--- src/rtl/kcl_pkg.sv ---
// kcl_pkg: shared types and constants for the keypad code lock
// no dependencies; imported by the interfaces and the core
`default_nettype none

package kcl_pkg;

    // field widths of the item, result and configuration channels
    localparam int KEY_W      = 4;
    localparam int PW_W       = 24;
    localparam int ATTEMPT_W  = 4;
    localparam int TIMER_W    = 16;
    localparam int BLINK_W    = 8;
    localparam int ENTERED_W  = 3;
    localparam int CFG_IDX_W  = 3;
    localparam int CFG_DATA_W = 24;

    // register reset values
    localparam logic [PW_W-1:0]      PASSWORD_RST    = 24'h682A62;
    localparam logic [ATTEMPT_W-1:0] MAX_ATTEMPT_RST = 4'd3;
    localparam logic [TIMER_W-1:0]   HOLD_RST        = 16'd5000;
    localparam logic [TIMER_W-1:0]   BLINK_HALF_RST  = 16'd500;
    localparam logic [BLINK_W-1:0]   LOCK_BLINKS_RST = 8'd15;

    // key and counter limits
    localparam logic [KEY_W-1:0]     SUBMIT_KEY = 4'd14;
    localparam logic [ATTEMPT_W-1:0] FAIL_MAX   = 4'd15;

    // item kinds
    typedef enum logic
    {
        MODE_TICK = 1'b0,
        MODE_KEY  = 1'b1
    } mode_t;

    // lock phases, as reported on the result channel
    typedef enum logic [1:0]
    {
        PH_ENTRY  = 2'd0,
        PH_GRANT  = 2'd1,
        PH_REJECT = 2'd2,
        PH_LOCK   = 2'd3
    } phase_t;

    // configuration register indexes
    typedef enum logic [CFG_IDX_W-1:0]
    {
        CFG_PASSWORD    = 3'd0,
        CFG_MAX_ATTEMPT = 3'd1,
        CFG_HOLD        = 3'd2,
        CFG_BLINK_HALF  = 3'd3,
        CFG_LOCK_BLINKS = 3'd4
    } cfg_idx_t;

endpackage

`default_nettype wire

--- src/rtl/kcl_ifs.sv ---
// kcl_ifs: valid/ready channel interfaces for the keypad code lock
// depends on kcl_pkg for field widths
`default_nettype none

// input item channel: tick or key transaction
interface kcl_item_if
    import kcl_pkg::*;
();
    logic             valid;
    logic             ready;
    logic             mode;
    logic [KEY_W-1:0] key_code;

    modport source (output valid, output mode, output key_code, input ready);
    modport sink   (input valid, input mode, input key_code, output ready);
endinterface

// result channel: one transaction per accepted item
interface kcl_result_if
    import kcl_pkg::*;
();
    logic                 valid;
    logic                 ready;
    logic                 green_led;
    logic                 red_led;
    logic [1:0]           phase;
    logic [ENTERED_W-1:0] entered_count;
    logic [ATTEMPT_W-1:0] attempts;

    modport source (output valid, output green_led, output red_led, output phase,
                    output entered_count, output attempts, input ready);
    modport sink   (input valid, input green_led, input red_led, input phase,
                    input entered_count, input attempts, output ready);
endinterface

// configuration write channel
interface kcl_cfg_if
    import kcl_pkg::*;
();
    logic                  valid;
    logic                  ready;
    logic [CFG_IDX_W-1:0]  index;
    logic [CFG_DATA_W-1:0] data;

    modport source (output valid, output index, output data, input ready);
    modport sink   (input valid, input index, input data, output ready);
endinterface

`default_nettype wire

--- src/rtl/keypad_code_lock_core.sv ---
// keypad_code_lock_core: keypad lock state machine with registered result
// depends on kcl_pkg and the channel interfaces in kcl_ifs.sv
//
// result: registered, and valid in the cycle after its item is accepted
// throughput: one item per cycle; the result register is the only stage, and
// a new item is taken whenever that register is empty or being drained
// reset: phase entry, counts and timers zero, registers at their defaults;
// the entry buffer is not cleared (only slots already written are compared)
`default_nettype none

module keypad_code_lock_core
    import kcl_pkg::*;
#(
    parameter int CODE_LENGTH = 6
)
(
    input  wire logic     clk,
    input  wire logic     rst_n,
    kcl_cfg_if.sink       cfg,
    kcl_item_if.sink      item_in,
    kcl_result_if.source  result_out
);

    localparam int CNT_W  = $clog2(CODE_LENGTH + 1);
    localparam int IDX_W  = (CODE_LENGTH > 1) ? $clog2(CODE_LENGTH) : 1;
    localparam int PWX_W  = (KEY_W * CODE_LENGTH > PW_W) ? KEY_W * CODE_LENGTH : PW_W;
    localparam logic [CNT_W-1:0] CODE_LEN_CNT = CNT_W'(CODE_LENGTH);

    // configuration registers
    logic [PW_W-1:0]      password_reg;
    logic [ATTEMPT_W-1:0] max_attempt_reg;
    logic [TIMER_W-1:0]   hold_reg;
    logic [TIMER_W-1:0]   blink_half_reg;
    logic [BLINK_W-1:0]   lock_blinks_reg;

    // lock state
    phase_t               phase_reg,       phase_next;
    logic [KEY_W-1:0]     entry_buf_reg [CODE_LENGTH];
    logic [CNT_W-1:0]     entry_count_reg, entry_count_next;
    logic [ATTEMPT_W-1:0] fail_count_reg,  fail_count_next;
    logic [TIMER_W-1:0]   tick_timer_reg,  tick_timer_next;
    logic [BLINK_W-1:0]   blink_count_reg, blink_count_next;
    logic                 blink_on_reg,    blink_on_next;

    // result register
    logic                 out_valid_reg;
    logic                 green_reg,       green_next;
    logic                 red_reg,         red_next;
    phase_t               out_phase_reg;
    logic [ENTERED_W-1:0] out_entered_reg;
    logic [ATTEMPT_W-1:0] out_attempts_reg;

    logic                 in_ready;
    logic                 item_accept;
    logic                 key_store;
    logic                 code_match;
    logic [PWX_W-1:0]     password_ext;
    logic [TIMER_W-1:0]   hold_load;
    logic [TIMER_W-1:0]   blink_half_load;
    logic [BLINK_W-1:0]   lock_blinks_load;
    logic [TIMER_W-1:0]   timer_dec;
    logic [BLINK_W-1:0]   blink_dec;

    // handshakes
    assign cfg.ready     = 1'b1;
    assign in_ready      = !out_valid_reg || result_out.ready;
    assign item_in.ready = in_ready;
    assign item_accept   = item_in.valid && in_ready;

    // configuration writes
    always_ff @(posedge clk or negedge rst_n)
    begin
        if (!rst_n)
        begin
            password_reg    <= PASSWORD_RST;
            max_attempt_reg <= MAX_ATTEMPT_RST;
            hold_reg        <= HOLD_RST;
            blink_half_reg  <= BLINK_HALF_RST;
            lock_blinks_reg <= LOCK_BLINKS_RST;
        end
        else if (cfg.valid)
        begin
            case (cfg_idx_t'(cfg.index))
                CFG_PASSWORD:    password_reg    <= cfg.data[PW_W-1:0];
                CFG_MAX_ATTEMPT: max_attempt_reg <= cfg.data[ATTEMPT_W-1:0];
                CFG_HOLD:        hold_reg        <= cfg.data[TIMER_W-1:0];
                CFG_BLINK_HALF:  blink_half_reg  <= cfg.data[TIMER_W-1:0];
                CFG_LOCK_BLINKS: lock_blinks_reg <= cfg.data[BLINK_W-1:0];
                default:         ;
            endcase
        end
    end

    // zero-valued timing registers count as one
    assign hold_load        = (hold_reg == '0)        ? TIMER_W'(1) : hold_reg;
    assign blink_half_load  = (blink_half_reg == '0)  ? TIMER_W'(1) : blink_half_reg;
    assign lock_blinks_load = (lock_blinks_reg == '0) ? BLINK_W'(1) : lock_blinks_reg;
    assign timer_dec        = (tick_timer_reg == '0) ? '0 : tick_timer_reg - TIMER_W'(1);
    assign blink_dec        = (blink_count_reg == '0) ? '0 : blink_count_reg - BLINK_W'(1);

    // password compare; nibbles beyond the register compare against zero
    assign password_ext = PWX_W'(password_reg);

    always_comb
    begin
        code_match = (entry_count_reg == CODE_LEN_CNT);
        for (int i = 0; i < CODE_LENGTH; i++)
        begin
            if (entry_buf_reg[i] != password_ext[KEY_W*i +: KEY_W])
            begin
                code_match = 1'b0;
            end
        end
    end

    // next state
    always_comb
    begin
        phase_next       = phase_reg;
        entry_count_next = entry_count_reg;
        fail_count_next  = fail_count_reg;
        tick_timer_next  = tick_timer_reg;
        blink_count_next = blink_count_reg;
        blink_on_next    = blink_on_reg;
        key_store        = 1'b0;

        if (mode_t'(item_in.mode) == MODE_KEY)
        begin
            if (phase_reg == PH_ENTRY)
            begin
                if (item_in.key_code == SUBMIT_KEY)
                begin
                    if (code_match)
                    begin
                        phase_next      = PH_GRANT;
                        fail_count_next = '0;
                    end
                    else
                    begin
                        phase_next = PH_REJECT;
                        if (fail_count_reg < FAIL_MAX)
                        begin
                            fail_count_next = fail_count_reg + ATTEMPT_W'(1);
                        end
                    end
                    tick_timer_next  = hold_load;
                    entry_count_next = '0;
                end
                else if (entry_count_reg < CODE_LEN_CNT)
                begin
                    key_store        = 1'b1;
                    entry_count_next = entry_count_reg + CNT_W'(1);
                end
            end
        end
        else if (phase_reg != PH_ENTRY)
        begin
            tick_timer_next = timer_dec;
            if (timer_dec == '0)
            begin
                case (phase_reg)
                    PH_GRANT:
                    begin
                        phase_next = PH_ENTRY;
                    end
                    PH_REJECT:
                    begin
                        if (fail_count_reg >= max_attempt_reg)
                        begin
                            phase_next       = PH_LOCK;
                            blink_count_next = lock_blinks_load;
                            blink_on_next    = 1'b1;
                            tick_timer_next  = blink_half_load;
                        end
                        else
                        begin
                            phase_next = PH_ENTRY;
                        end
                    end
                    PH_LOCK:
                    begin
                        if (blink_on_reg)
                        begin
                            blink_on_next   = 1'b0;
                            tick_timer_next = blink_half_load;
                        end
                        else
                        begin
                            blink_count_next = blink_dec;
                            if (blink_dec == '0)
                            begin
                                fail_count_next = '0;
                                phase_next      = PH_ENTRY;
                            end
                            else
                            begin
                                blink_on_next   = 1'b1;
                                tick_timer_next = blink_half_load;
                            end
                        end
                    end
                    default:
                    begin
                        phase_next = phase_reg;
                    end
                endcase
            end
        end
    end

    // light outputs from the next state
    always_comb
    begin
        green_next = 1'b0;
        red_next   = 1'b0;
        case (phase_next)
            PH_GRANT:  green_next = 1'b1;
            PH_REJECT: red_next   = 1'b1;
            PH_LOCK:   red_next   = blink_on_next;
            default:   ;
        endcase
    end

    // state registers
    always_ff @(posedge clk or negedge rst_n)
    begin
        if (!rst_n)
        begin
            phase_reg       <= PH_ENTRY;
            entry_count_reg <= '0;
            fail_count_reg  <= '0;
            tick_timer_reg  <= '0;
            blink_count_reg <= '0;
            blink_on_reg    <= 1'b0;
        end
        else if (item_accept)
        begin
            phase_reg       <= phase_next;
            entry_count_reg <= entry_count_next;
            fail_count_reg  <= fail_count_next;
            tick_timer_reg  <= tick_timer_next;
            blink_count_reg <= blink_count_next;
            blink_on_reg    <= blink_on_next;
        end
    end

    // entry buffer, written at the current fill position
    always_ff @(posedge clk)
    begin
        if (item_accept && key_store)
        begin
            entry_buf_reg[entry_count_reg[IDX_W-1:0]] <= item_in.key_code;
        end
    end

    // result valid
    always_ff @(posedge clk or negedge rst_n)
    begin
        if (!rst_n)
        begin
            out_valid_reg <= 1'b0;
        end
        else if (in_ready)
        begin
            out_valid_reg <= item_in.valid;
        end
    end

    // result payload
    always_ff @(posedge clk)
    begin
        if (item_accept)
        begin
            green_reg        <= green_next;
            red_reg          <= red_next;
            out_phase_reg    <= phase_next;
            out_entered_reg  <= ENTERED_W'(entry_count_next);
            out_attempts_reg <= fail_count_next;
        end
    end

    assign result_out.valid         = out_valid_reg;
    assign result_out.green_led     = green_reg;
    assign result_out.red_led       = red_reg;
    assign result_out.phase         = out_phase_reg;
    assign result_out.entered_count = out_entered_reg;
    assign result_out.attempts      = out_attempts_reg;

    // entry buffer never overfills
    assert property (@(posedge clk) disable iff (!rst_n)
        entry_count_reg <= CODE_LEN_CNT)
        else $error("entry count beyond code length");

    // the buffer is emptied by submit and keys are ignored outside entry
    assert property (@(posedge clk) disable iff (!rst_n)
        phase_reg != PH_ENTRY |-> entry_count_reg == '0)
        else $error("keys held outside entry");

    // a grant always clears the failure count
    assert property (@(posedge clk) disable iff (!rst_n)
        phase_reg == PH_GRANT |-> fail_count_reg == '0)
        else $error("failure count set while granted");

    // lockout always has blinks left to run
    assert property (@(posedge clk) disable iff (!rst_n)
        phase_reg == PH_LOCK |-> blink_count_reg != '0)
        else $error("lockout with no blinks left");

    // every accepted item leaves a result behind
    assert property (@(posedge clk) disable iff (!rst_n)
        item_accept |=> out_valid_reg)
        else $error("accepted item produced no result");

endmodule

`default_nettype wire

--- src/flat_wrapper.sv ---
// flat-port wrapper written by rule: the top's interface ports become plain ports
module keypad_code_lock_core_flat import kcl_pkg::*;
#(
    parameter int CODE_LENGTH = 6
)
  (clk, rst_n, cfg_valid, cfg_index, cfg_data, cfg_ready, item_in_valid, item_in_mode, item_in_key_code, item_in_ready, result_out_valid, result_out_green_led, result_out_red_led, result_out_phase, result_out_entered_count, result_out_attempts, result_out_ready);
  kcl_cfg_if cfg_i ();
  kcl_item_if item_in_i ();
  kcl_result_if result_out_i ();
  input  wire logic clk;
  input  wire logic rst_n;
  input wire logic [$bits(cfg_i.valid)-1:0] cfg_valid;
  input wire logic [$bits(cfg_i.index)-1:0] cfg_index;
  input wire logic [$bits(cfg_i.data)-1:0] cfg_data;
  output wire logic [$bits(cfg_i.ready)-1:0] cfg_ready;
  input wire logic [$bits(item_in_i.valid)-1:0] item_in_valid;
  input wire logic [$bits(item_in_i.mode)-1:0] item_in_mode;
  input wire logic [$bits(item_in_i.key_code)-1:0] item_in_key_code;
  output wire logic [$bits(item_in_i.ready)-1:0] item_in_ready;
  output wire logic [$bits(result_out_i.valid)-1:0] result_out_valid;
  output wire logic [$bits(result_out_i.green_led)-1:0] result_out_green_led;
  output wire logic [$bits(result_out_i.red_led)-1:0] result_out_red_led;
  output wire logic [$bits(result_out_i.phase)-1:0] result_out_phase;
  output wire logic [$bits(result_out_i.entered_count)-1:0] result_out_entered_count;
  output wire logic [$bits(result_out_i.attempts)-1:0] result_out_attempts;
  input wire logic [$bits(result_out_i.ready)-1:0] result_out_ready;
  assign cfg_i.valid = cfg_valid;
  assign cfg_i.index = cfg_index;
  assign cfg_i.data = cfg_data;
  assign cfg_ready = cfg_i.ready;
  assign item_in_i.valid = item_in_valid;
  assign item_in_i.mode = item_in_mode;
  assign item_in_i.key_code = item_in_key_code;
  assign item_in_ready = item_in_i.ready;
  assign result_out_valid = result_out_i.valid;
  assign result_out_green_led = result_out_i.green_led;
  assign result_out_red_led = result_out_i.red_led;
  assign result_out_phase = result_out_i.phase;
  assign result_out_entered_count = result_out_i.entered_count;
  assign result_out_attempts = result_out_i.attempts;
  assign result_out_i.ready = result_out_ready;
  keypad_code_lock_core #(.CODE_LENGTH(CODE_LENGTH)) u_core (.clk(clk), .rst_n(rst_n), .cfg(cfg_i), .item_in(item_in_i), .result_out(result_out_i));
endmodule
--- config.mk ---
export PLATFORM = sky130hd
export DESIGN_NAME = keypad_code_lock_core_flat
export DESIGN_NICKNAME = d
export VERILOG_FILES = /design/src/rtl/kcl_pkg.sv /design/src/rtl/kcl_ifs.sv /design/src/rtl/keypad_code_lock_core.sv /design/src/flat_wrapper.sv
export SDC_FILE = /design/constraint.sdc
export NUM_CORES = 1
export LEC_CHECK = 0
export BUFFER_PORTS_ARGS = -buffer_cell sky130_fd_sc_hd__clkbuf_2
export CORE_MARGIN = 3
export CORE_UTILIZATION = 49
export DETAILED_ROUTE_END_ITERATION = 10
export PLACE_DENSITY = 0.67
export SLEW_MARGIN = 15
export SYNTH_ARGS = -nofsm -noshare
export SYNTH_HDL_FRONTEND = slang
export SYNTH_SLANG_ARGS = --single-unit
--- constraint.sdc ---
create_clock -name clk -period 3.73 [get_ports clk]
set_input_delay 0.746 -clock clk [delete_from_list [all_inputs] [get_ports clk]]
set_output_delay 0.746 -clock clk [all_outputs]
set_load 0.005 [all_outputs]
## Yosys cells after proc, flatten, opt, wreduce, memory -nomap -nowiden

Memory sizes are Yosys's and may differ from the RTL's.
Index checks and enable logic that the tools add are counted.

| cells by class | value |
|---|---|
| reduce and logical (&&, ||, !) cells | 23 |
| muxes and demuxes | 62 |
| equal/unequal tests | 22 |
| bitwise logic cells | 1 |
| add/sub/neg operators | 4 |
| order comparisons | 3 |

Operators with widths:

| operator | number |
|---|---|
| $mux 16 | 11 |
| $logic_not 16->1 | 4 |
| $mux 4 | 10 |
| $mux 8 | 4 |
| $pmux 16 s2 | 1 |
| $logic_not 8->1 | 3 |
| $ne 4x4->1 | 6 |
| $mux 1 | 19 |
| $mux 2 | 9 |
| $pmux 8 s2 | 1 |
| $sub 16x1->16 const B | 1 |
| $mux 3 | 4 |
| $reduce_and 2->1 | 5 |
| $eq 2x2->1 const B | 4 |
| $sub 8x1->8 const B | 1 |
| $reduce_and 7->1 | 1 |
| $eq 3x2->1 const B | 2 |
| $eq 3x3->1 const B | 2 |
| $ne 2x1->1 const B | 3 |
| $pmux 2 s3 | 1 |
| $reduce_bool 2->1 | 3 |
| $add 4x1->4 const B | 1 |
| $eq 2x1->1 const B | 2 |
| $eq 4x4->1 const B | 1 |
| 14 further kinds | 16 |

| word-level totals | value |
|---|---|
| input port bits | 37 |
| flip-flop bits (word level) | 114 |
| logic and storage cells | 133 |
| RAM bits | 24 |
| output and inout bits | 14 |
| memories kept | 1 |

Memories:

| name | words | width | rd ports | clocked after Yosys merged registers in | wr ports | RTL line | text |
|---|---|---|---|---|---|---|---|
| u_core.entry_buf_reg | 6 | 4 | 6 | 0 | 1 | keypad_code_lock_core.sv:38 | `logic [KEY_W-1:0] entry_buf_reg [CODE_LENGTH];` |

## Logic depth before layout (Yosys ltp)

Gate-level depths: netlist of the first run.
An unclocked memory read counts as a cell.

| logic depth | value |
|---|---|
| word-level depth | 14 |
| gate-level depth with buffers | 13 |

## Worst setup path before layout of the first run

Ideal clock, no wire load.

| path | value |
|---|---|
| path kind | register to register |
| start point | reg u_core.tick_timer_reg[0] |
| end point | reg u_core.blink_count_reg[0] |
| required time | 3.605 ns |
| cell stages (with the launch flop) | 13 |
| library setup time | 0.125 ns |
| path slack | 0.589 ns |
| arrival time | 3.016 ns |
| clock period less this slack | 3.141 ns |
| path through | dfrtp_1 > buf_6 > inv_1 > ha_1 > or3b_2 > nor4_1 > mux2i_1 > nand2_1 > a211o_1 > buf_6 > or3_1 > buf_2 > mux2_4 |

| between the ends | value |
|---|---|
| cells in the longest elaborated chain, start to end | 4 |

Ends and longest elaborated chain:

| what | RTL line | text |
|---|---|---|
| from (decl) | keypad_code_lock_core.sv:41 | `logic [TIMER_W-1:0] tick_timer_reg, tick_timer_next;` |
| from (signal assigned) | keypad_code_lock_core.sv:241 | `tick_timer_reg <= tick_timer_next;` |
| $sub 16x1->16 / $logic_not 16->1 (equally long branches) | keypad_code_lock_core.sv:98 | `assign timer_dec = (tick_timer_reg == '0) ? '0 : tick_timer_reg - TIMER_W'(1);` |
| $mux 16 * | keypad_code_lock_core.sv:98 |  |
| $logic_not 16->1 * | keypad_code_lock_core.sv:159 | `if (timer_dec == '0)` |
| $reduce_and 7->1 (no line) * | - |  |
| to (signal assigned) | keypad_code_lock_core.sv:242 | `blink_count_reg <= blink_count_next;` |
| to (decl) | keypad_code_lock_core.sv:42 | `logic [BLINK_W-1:0] blink_count_reg, blink_count_next;` |

Every way passes the cells marked *; elsewhere a longest branch is shown, timed or not.
A chain may end at the register's enable or synchronous reset.

## Worst setup path in the final report of the first run

Ends and elaborated chain as after synthesis.

==> results of run 1 <==
[layout make-up]
type	count	area share [%]
sequential	138	45.94
tap	176	2.763
clock inverter	12	0.9735
inverter	32	1.507
timing repair buffer	65	4.773
clock buffer	20	5.605
multi-input combinational	444	38.44
[through the flow]
step                setup WS (ps)  hold WS, ps  utilization [%]
global placement            421.9        495.3            54.91
global route                52.98        383.1            58.78
floorplan                   588.8        450.4                -
detailed placement          333.6        493.9            54.91
finish                      289.4        350.0            58.78
CTS                         308.2        367.6            58.78
[routing by layer]
layer	vias to the layer above	part of all wire [%]	track usage, %	wire [um]
met3	31	4.6	5.288	750
met5	-	0	0	0
li1	2487	-	-	-
met4	0	2.2	7.526	366
met1	2582	46	29.09	7547
met2	171	47	33.88	7799
[critical path: cells and delay by family (launching register included)]
| kind | cells | cell delay (ps) |
|---|---|---|
| AND/OR/NAND/NOR | 4 | 1550 |
| multiplexers | 2 | 630 |
| flip-flops | 1 | 480 |
| AO/OA/AOI/OAI | 1 | 400 |
| adder cells (fa/ha/maj) | 1 | 160 |
| buffers and inverters | 1 | 120 |
[power breakdown]
part,switching (uW),total (uW),leakage (uW),internal (uW)
combinational,546,1010,0.00141,465
sequential,361,2260,0.00151,1890
clock,612,1470,0.000247,859
total,1520,4740,0.00317,3220
[placed cells by master, fill, tap and decap left out, types with 16 or more instances in the layout]
cell type,Yosys,final
clkbuf_16,0,17
nor3_1,22,22
nor4_1,17,17
buf_4,1,16
o21ai_0,51,51
a31oi_1,20,20
nor2_1,47,47
nand2_1,49,49
dfrtp_1,77,77
edfxtp_1,35,35
clkbuf_2,1,48
xnor2_1,21,21
a21oi_1,19,18
inv_1,32,32
xor2_1,17,17
dfstp_2,26,26
mux2_2,54,54
[logic make-up (layout without fill, tap and decap cells)]
| logic type | after synthesis | after routing | synth area share (%) |
|---|---|---|---|
| flip-flops | 138 | 138 | 52.70 |
| AO/OA/AOI/OAI | 143 | 143 | 13.24 |
| multiplexers | 58 | 58 | 9.402 |
| adder cells (fa/ha/maj) | 10 | 10 | 1.801 |
| XOR/XNOR | 38 | 38 | 4.791 |
| AND/OR/NAND/NOR | 194 | 194 | 14.37 |
| other | 1 | 1 | 0.05398 |
| buffers and inverters | 61 | 129 | 3.638 |
[cell usage after synthesis (5+ instances only)]
| cell type | n |
|---|---|
| edfxtp_1 | 35 |
| ha_1 | 10 |
| nand3_1 | 11 |
| inv_1 | 32 |
| a311oi_1 | 12 |
| clkbuf_1 | 21 |
| nand2_1 | 49 |
| dfstp_2 | 26 |
| xor2_1 | 17 |
| nand2b_1 | 6 |
| xnor2_1 | 21 |
| nor2_1 | 47 |
| or3_1 | 6 |
| nor4_1 | 17 |
| o22ai_1 | 5 |
| a21oi_1 | 19 |
| o21ai_0 | 51 |
| nor3_1 | 22 |
| a31oi_1 | 20 |
| dfrtp_1 | 77 |
| mux2_2 | 54 |
| nand4_1 | 5 |
| and3_1 | 5 |
| a21o_1 | 5 |
[worst max-delay path by stage]
stage / depth (start not counted) / slack, ps / from / to
after detailed placement: 9 / 330 / u_core.tick_timer_reg[0] / u_core.blink_count_reg[0]
final: 9 / 290 / u_core.tick_timer_reg[0] / u_core.blink_count_reg[0]
after global routing: 9 / 50 / u_core.tick_timer_reg[0] / u_core.blink_count_reg[0]
after global placement: 9 / 420 / u_core.tick_timer_reg[0] / u_core.blink_count_reg[0]
after CTS: 9 / 310 / u_core.tick_timer_reg[0] / u_core.blink_count_reg[0]
after floorplan: 12 / 590 / u_core.tick_timer_reg[0] / u_core.blink_count_reg[0]
==> flow_summary.json, run 1 <==
{
  "async_flop_share_pct": 74.64,
  "multi_input_area_um2": 3063,
  "place_inst": 855,
  "layout-drive-gt1-share_pct": 26.44,
  "gp_congestion": 0.9502,
  "cts_tree": "done",
  "antenna_left": 0,
  "antenna_found_initial": 0,
  "crit_path_end_kind": "flop",
  "finalInstanceArea_um2": 7969,
  "synth_area_um2": 6947,
  "grt_pass1_vias": 5238,
  "setup_viol": 0,
  "cts_root_buf": "clkbuf_16",
  "cp_slowest_cell": "or3_1",
  "ctsHtreeMaxLevel": 4,
  "reg2reg_depth": 9,
  "num_rows": 42,
  "crit_arrival_ps": 3740,
  "dr.first_iter.drc_count": 596,
  "synth_largest_area_cell": "dfrtp_1",
  "startpoint_type": "flop",
  "rsz0062_at_grt": "false",
  "ctsResizeCount": 0,
  "vias_per_cell": 5.943,
  "power_density_nw_per_um2": 594.5,
  "cts_buffers": 17,
  "netlist.area_leader.share_pct": 27.74,
  "core_um2": 13560,
  "holdBufCountCts": 0,
  "clkSinkCount": 138,
  "cap_violations": 0,
  "status": "finished, final reports clean",
  "path_max_fanout": 10,
  "period_share_pct": 92.24,
  "io_buffers": 49,
  "diodes": 0,
  "clockBufferDepth": 2,
  "synth_cells": 643,
  "num_io_pins": 51,
  "cp.required_ps": 4030,
  "grt_first_pass_wirelength_um": 26840,
  "instances_no_fill": 887,
  "grt_overflow": 0,
  "dieWidth_um": 125.1,
  "final.setup_skew_ps": 11.76,
  "postCtsSetupRepairBufs": 0,
  "clock.fmax_mhz": 290.6,
  "worstMarginPinSlew_ps": 1035,
  "ir_drop_mv": 0.3700,
  "finalHoldViolations": 0,
  "area_growth_pct": 14.72,
  "avgRoutedWirePerCell_um": 18.56,
  "totalWireLength_um": 16460,
  "fp.dieArea_um2": 15640,
  "synth_nets": 690,
  "regToRegSetupSlack_ps": 290,
  "clk_pin_slew_ps": 50,
  "drc_errors": 0,
  "grt_usage_pct": 21.45,
  "cp_cell_sequence": "inv_1 > ha_1 > or3b_2 > nor4_1 > mux2i_1 > nand2_1 > a211o_1 > or3_1 > mux2_4",
  "reg2reg_to": "u_core.blink_count_reg[0]",
  "fin_tns_setup_ps": 0,
  "layout.nets": 745,
  "yosysUniqueCellTypes": 65,
  "initial_utilization_pct": 51.24,
  "synth_flop_cell": "dfrtp_1",
  "postPlaceCellArea_um2": 7445,
  "drt_pass1_iterations": 5,
  "synth_seq_cells": 138,
  "grt_max_degree": 60,
  "die_y_um": 125.1,
  "syn_area_per_cell_um2": 10.80,
  "cpPeakStageDelay_ps": 570,
  "fill_cells": 1110,
  "yosysSeqAreaShare_pct": 52.70,
  "ys.warnings.count": 0,
  "r2r-start": "u_core.tick_timer_reg[0]",
  "hold_class": "input port to asynchronous set/reset pin",
  "maxSlewViolCount": 0,
  "layout_min_cycle_time_ps": 3441,
  "regArea_um2": 3661,
  "worstSetupPathType": "flop to flop",
  "synth_edf_count": 35,
  "leakage_uw": 0.003174,
  "num_vias": 5271,
  "relSlewSlack_pct": 30.44,
  "p_total_uw": 4737,
  "clock_latency_ps": 420,
  "dpl.hpwl_um": 11940,
  "synthTopCellsByArea": "dfrtp_1, edfxtp_1, dfstp_2"
}
Note: power is estimated with default switching activity, not from simulation.
==> run 2, diff against run 1 <==
clock period = 3.36 ns   (was 3.73 ns; I/O delays follow)
==> run 2 against run 1 <==
  * Critical path depth up 1
  * Hold slack worse by 250 ps
  * Combinational power up 12%
  * Sequential cell count unchanged
  * Power up 17%
  * Clock skew down 4.9 ps
  * Non-clock buffer count up 3
  * Via count up 0.74%
  * First-iteration DRC count down 0.67%
  * Clock power up 28%
  * Register-to-register slack worse by 80 ps
  * Count of clock-buffer cells in the layout unchanged
  * Critical endpoint is now u_core.blink_count_reg[5]
  * Largest power group unchanged
  * Highest routed layer unchanged
==> flow_summary.json, run 2 (synthesized netlist as in run 1, its figures left out) <==
{
  "core_um2": 13560,
  "layout-drive-gt1-share_pct": 27.45,
  "holdBufCountCts": 0,
  "final.setup_skew_ps": 6.902,
  "num_rows": 42,
  "reg2reg_depth": 10,
  "reg2reg_to": "u_core.blink_count_reg[5]",
  "finalInstanceArea_um2": 8068,
  "ctsResizeCount": 0,
  "cp_slowest_cell": "or3b_2",
  "postCtsSetupRepairBufs": 0,
  "drt_pass1_iterations": 5,
  "ir_drop_mv": 0.4873,
  "leakage_uw": 0.003234,
  "num_io_pins": 51,
  "crit_path_start": "u_core.tick_timer_reg[0]",
  "crit_end": "u_core.blink_count_reg[5]",
  "layout.nets": 748,
  "cap_violations": 0,
  "grt_overflow": 0,
  "clock_latency_ps": 430,
  "cp_cell_sequence": "inv_1 > ha_1 > or3b_2 > nor4_1 > mux2i_1 > nand2_1 > a211o_1 > or3_1 > buf_4 > o21ai_0",
  "path_max_fanout": 10,
  "area_growth_pct": 16.14,
  "cts_root_buf": "clkbuf_16",
  "final_common_cell": "dfrtp_1",
  "cp_top_family": "simple AND/OR/NAND/NOR gates",
  "vias_per_cell": 5.966,
  "finalHoldViolations": 0,
  "startpoint_type": "flop",
  "cts_tree": "done",
  "grt_usage_pct": 22.16,
  "setup_viol": 0,
  "status": "finished, final reports clean",
  "diodes": 0,
  "instances_no_fill": 890,
  "gp_congestion": 0.9066,
  "crit_path_end_kind": "flop",
  "dpl.hpwl_um": 12250,
  "path_buf_inv": 2,
  "maxSlewViolCount": 0,
  "relSlewSlack_pct": 36.43,
  "dieWidth_um": 125.1,
  "cp.required_ps": 3700,
  "clk_pin_slew_ps": 60,
  "cts_buffers": 17,
  "avgRoutedWirePerCell_um": 19.30,
  "clock.fmax_mhz": 317.5,
  "totalWireLength_um": 17180,
  "clockBufferDepth": 2,
  "io_buffers": 49,
  "grt_max_degree": 90,
  "worstSetupPathType": "flop to flop",
  "postPlaceCellArea_um2": 7467,
  "r2r-start": "u_core.tick_timer_reg[0]",
  "antenna_left": 0,
  "clkSinkCount": 138,
  "place_inst": 858,
  "regToRegSetupSlack_ps": 210,
  "grt_pass1_vias": 5190,
  "fill_cells": 1148,
  "initial_utilization_pct": 51.24,
  "power_density_nw_per_um2": 685.1,
  "crit_cells": 10,
  "dr.first_iter.drc_count": 592,
  "hold_class": "input port to asynchronous set/reset pin",
  "grt_first_pass_wirelength_um": 27560,
  "crit_arrival_ps": 3490,
  "layout_min_cycle_time_ps": 3150,
  "fp.dieArea_um2": 15640,
  "mostFrequentLayoutCells": "dfrtp_1, mux2_2, o21ai_0",
  "fin_tns_setup_ps": 0,
  "worstMarginPinSlew_ps": 952.4,
  "period_share_pct": 93.75,
  "rsz0062_at_grt": "false",
  "antenna_found_initial": 0,
  "die_y_um": 125.1,
  "num_vias": 5310,
  "drc_errors": 0,
  "cpPeakStageDelay_ps": 500,
  "ctsHtreeMaxLevel": 4
}
## run 2: cell count changes in the layout (fill, tap and decap cells not counted), sizes merged
cell / before / now
clkinvlp: 3 / 1
clkinv: 8 / 4
buf: 17 / 20
inv: 33 / 38
bufinv: 0 / 1
## run 2: final cells by class
type	instances	area [um^2]	area share (%)
multi-input combinational	444	3063	37.97
inverter	32	120.1	1.489
clock inverter	12	121.4	1.504
tap	176	220.2	2.730
sequential	138	3661	45.38
timing repair buffer	68	402.9	4.994
clock buffer	20	479.2	5.940
## run 2: worst min-delay path by stage
stage                                end  slack [ps]  depth (start not counted)
3_3_place_gp   u_core.max_attempt_reg[1]         500                          2
3_5_place_dp   u_core.max_attempt_reg[1]         510                          2
6_report       u_core.entry_count_reg[2]         100                          1
5_1_grt          u_core.password_ext[20]          90                          1
2_1_floorplan  u_core.blink_count_reg[0]         380                          0
4_1_cts        u_core.entry_count_reg[0]          90                          1
## run 2: report_power, final
group	internal [uW]	switching (uW)	total (uW)
Sequential	2100	412	2510
Combinational	523	607	1130
Clock	1120	760	1880
Total	3750	1780	5530
## run 2: metal layers
metal,global-route usage [%],up-vias,part of all wire [%]
met4,7.781,0,2.0
met5,0,-,0
met2,35.02,190,48
met3,5.714,31,6.0
met1,29.91,2599,44
li1,-,2490,-
## run 2: stage by stage
stage / hold slack [ps] / setup slack (ps) / power, uW / util, %
global placement: 504.1 / 342.4 / 3604 / 55.08
floorplan: 376.4 / 218.8 / 3243 / -
finish: 95.18 / 209.9 / 5527 / 59.51
detailed placement: 509.3 / 260.1 / 3643 / 55.08
global route: 90.23 / 49.60 / 5819 / 59.51
CTS: 86.92 / 232.0 / 5543 / 59.51
==> run 3, diff against run 2 <==
CORE_ASPECT_RATIO = 1.4   (was not set)
==> run 3 against run 2 <==
  * Via count decreased by 0.81%
  * Largest power group unchanged
  * Register-to-register slack improved by 20 ps
  * Largest cell class unchanged
  * Die area increased by 0.13%
  * First-iteration DRC count decreased by 42%
  * Clock power increased by 2%
  * Worst setup slack improved by 19 ps
  * Critical path depth decreased by 2
  * Cell count increased by 1.2%
  * Wire length decreased by 1.4%
  * Sequential cell count unchanged
  * Highest routed layer unchanged
==> flow_summary.json, run 3 (synthesized netlist as in run 1, its figures left out) <==
{
  "setup_viol": 0,
  "avgRoutedWirePerCell_um": 18.80,
  "p_switching_uw": 1715,
  "final_common_cell": "dfrtp_1",
  "grt_overflow": 0,
  "cp_slowest_cell": "or4b_2",
  "clock.fmax_mhz": 319.4,
  "ctsResizeCount": 0,
  "crit_arrival_ps": 3310,
  "antenna_found_initial": 0,
  "area_growth_pct": 16.68,
  "crit_path_end_kind": "flop",
  "num_io_pins": 51,
  "crit_path_start": "u_core.blink_count_reg[0]",
  "clkPwrFrac_pct": 34.5,
  "layout-drive-gt1-share_pct": 27.54,
  "status": "finished, final reports clean",
  "postCtsSetupRepairBufs": 0,
  "grt_max_degree": 57,
  "cpPeakStageDelay_ps": 590,
  "leakage_uw": 0.003254,
  "worstSetupPathType": "flop to flop",
  "drc_errors": 0,
  "diodes": 0,
  "grt_usage_pct": 22.62,
  "power_density_nw_per_um2": 686.4,
  "cts_buffers": 17,
  "p_comb_share_pct": 20.8,
  "die_y_um": 146.9,
  "final.setup_skew_ps": 10.10,
  "clkSinkCount": 138,
  "dpl.hpwl_um": 12470,
  "path_buf_inv": 1,
  "path_max_fanout": 5,
  "dieWidth_um": 106.6,
  "ir_drop_mv": 0.4571,
  "mostFrequentLayoutCells": "dfrtp_1, mux2_2, o21ai_0",
  "cts_root_buf": "clkbuf_16",
  "fill_cells": 1169,
  "num_rows": 50,
  "ctsHtreeMaxLevel": 4,
  "maxSlewViolCount": 0,
  "drt_pass1_iterations": 5,
  "dr.first_iter.drc_count": 346,
  "vias_per_cell": 5.846,
  "antenna_left": 0,
  "totalWireLength_um": 16940,
  "holdBufCountCts": 0,
  "gp_congestion": 0.8887,
  "cp_cell_sequence": "inv_1 > ha_1 > or4b_2 > or4_1 > a211oi_1 > and2_1 > nand2_1 > a32o_1",
  "startpoint_type": "flop",
  "cap_violations": 0,
  "cts_tree": "done",
  "io_buffers": 49,
  "finalHoldViolations": 0,
  "grt_pass1_vias": 5290,
  "worstMarginPinSlew_ps": 888.6,
  "r2r-start": "u_core.blink_count_reg[0]",
  "hold_slack_ps": 299.3,
  "clock_latency_ps": 420,
  "final_util_pct": 59.43,
  "cp_top_family": "simple AND/OR/NAND/NOR gates",
  "hold_class": "input port to asynchronous set/reset pin",
  "fp.dieArea_um2": 15660,
  "clk_pin_slew_ps": 60,
  "layout.nets": 753,
  "layout_min_cycle_time_ps": 3131,
  "fin_tns_setup_ps": 0,
  "num_vias": 5267,
  "clockBufferDepth": 2,
  "core_um2": 13640,
  "cp.required_ps": 3530,
  "pwr-share-seq_pct": 44.7,
  "grt_first_pass_wirelength_um": 27700,
  "period_share_pct": 93.17,
  "p_int_uw": 3849,
  "rsz0062_at_grt": "false",
  "swShare_pct": 30.83,
  "initial_utilization_pct": 50.94,
  "relSlewSlack_pct": 39.95
}
## run 3: cell types whose count changed in the layout (fill, tap and decap cells not counted), moves of 2 or more
cell       previous run  this run
buf_4                19        25
bufinv_16             1         3
clkbuf_1              1         4
inv_6                 4         1
## run 3: final timing paths
path / endpoint / slack (ps) / depth (start not counted)
max in group asynchronous: u_core.password_ext[11] / 2210 / 2
worst max register to register: u_core.result_out.attempts[1] / 230 / 8
min in group clk: u_core.result_out.valid / 450 / 2
worst max-delay path: u_core.result_out.attempts[1] / 230 / 8
worst min-delay path: u_core.entry_count_reg[0] / 300 / 1
worst min register to register: u_core.hold_reg[8] / 520 / 2
## run 3: power groups by stage
stage	clock network [uW]	logic, uW	registers, uW
2_1_floorplan	0	902	2340
4_1_cts	1950	1160	2480
5_1_grt	2010	1300	2540
6_report	1920	1160	2490
3_5_place_dp	0	1140	2510
3_3_place_gp	0	1120	2500
## run 3: per-stage QoR
stage,setup WS [ps],instance area [um^2],cells,total power (uW)
2_1_floorplan,218.8,6947,643,3243
3_3_place_gp,351.0,7500,869,3611
3_5_place_dp,306.3,7500,869,3651
4_1_cts,245.8,8105,901,5582
5_1_grt,32.00,8105,901,5848
6_report,229.4,8105,901,5564
## run 3: per-layer routing
| metal | vias to the layer above | global-route usage [%] | part of all wire [%] |
|---|---|---|---|
| li1 | 2488 | - | - |
| met1 | 2579 | 28.29 | 41 |
| met2 | 159 | 37.70 | 51 |
| met3 | 41 | 4.615 | 4.7 |
| met4 | 0 | 10.17 | 3.2 |
| met5 | - | 0 | 0 |
## run 3: area by class of cell
class | count | area [um^2] | area share [%]
tap | 182 | 227.7 | 2.810
sequential | 138 | 3661 | 45.17
inverter | 32 | 120.1 | 1.482
multi-input combinational | 444 | 3063 | 37.79
timing repair buffer | 73 | 427.9 | 5.279
clock buffer | 22 | 465.4 | 5.743
clock inverter | 10 | 140.1 | 1.729
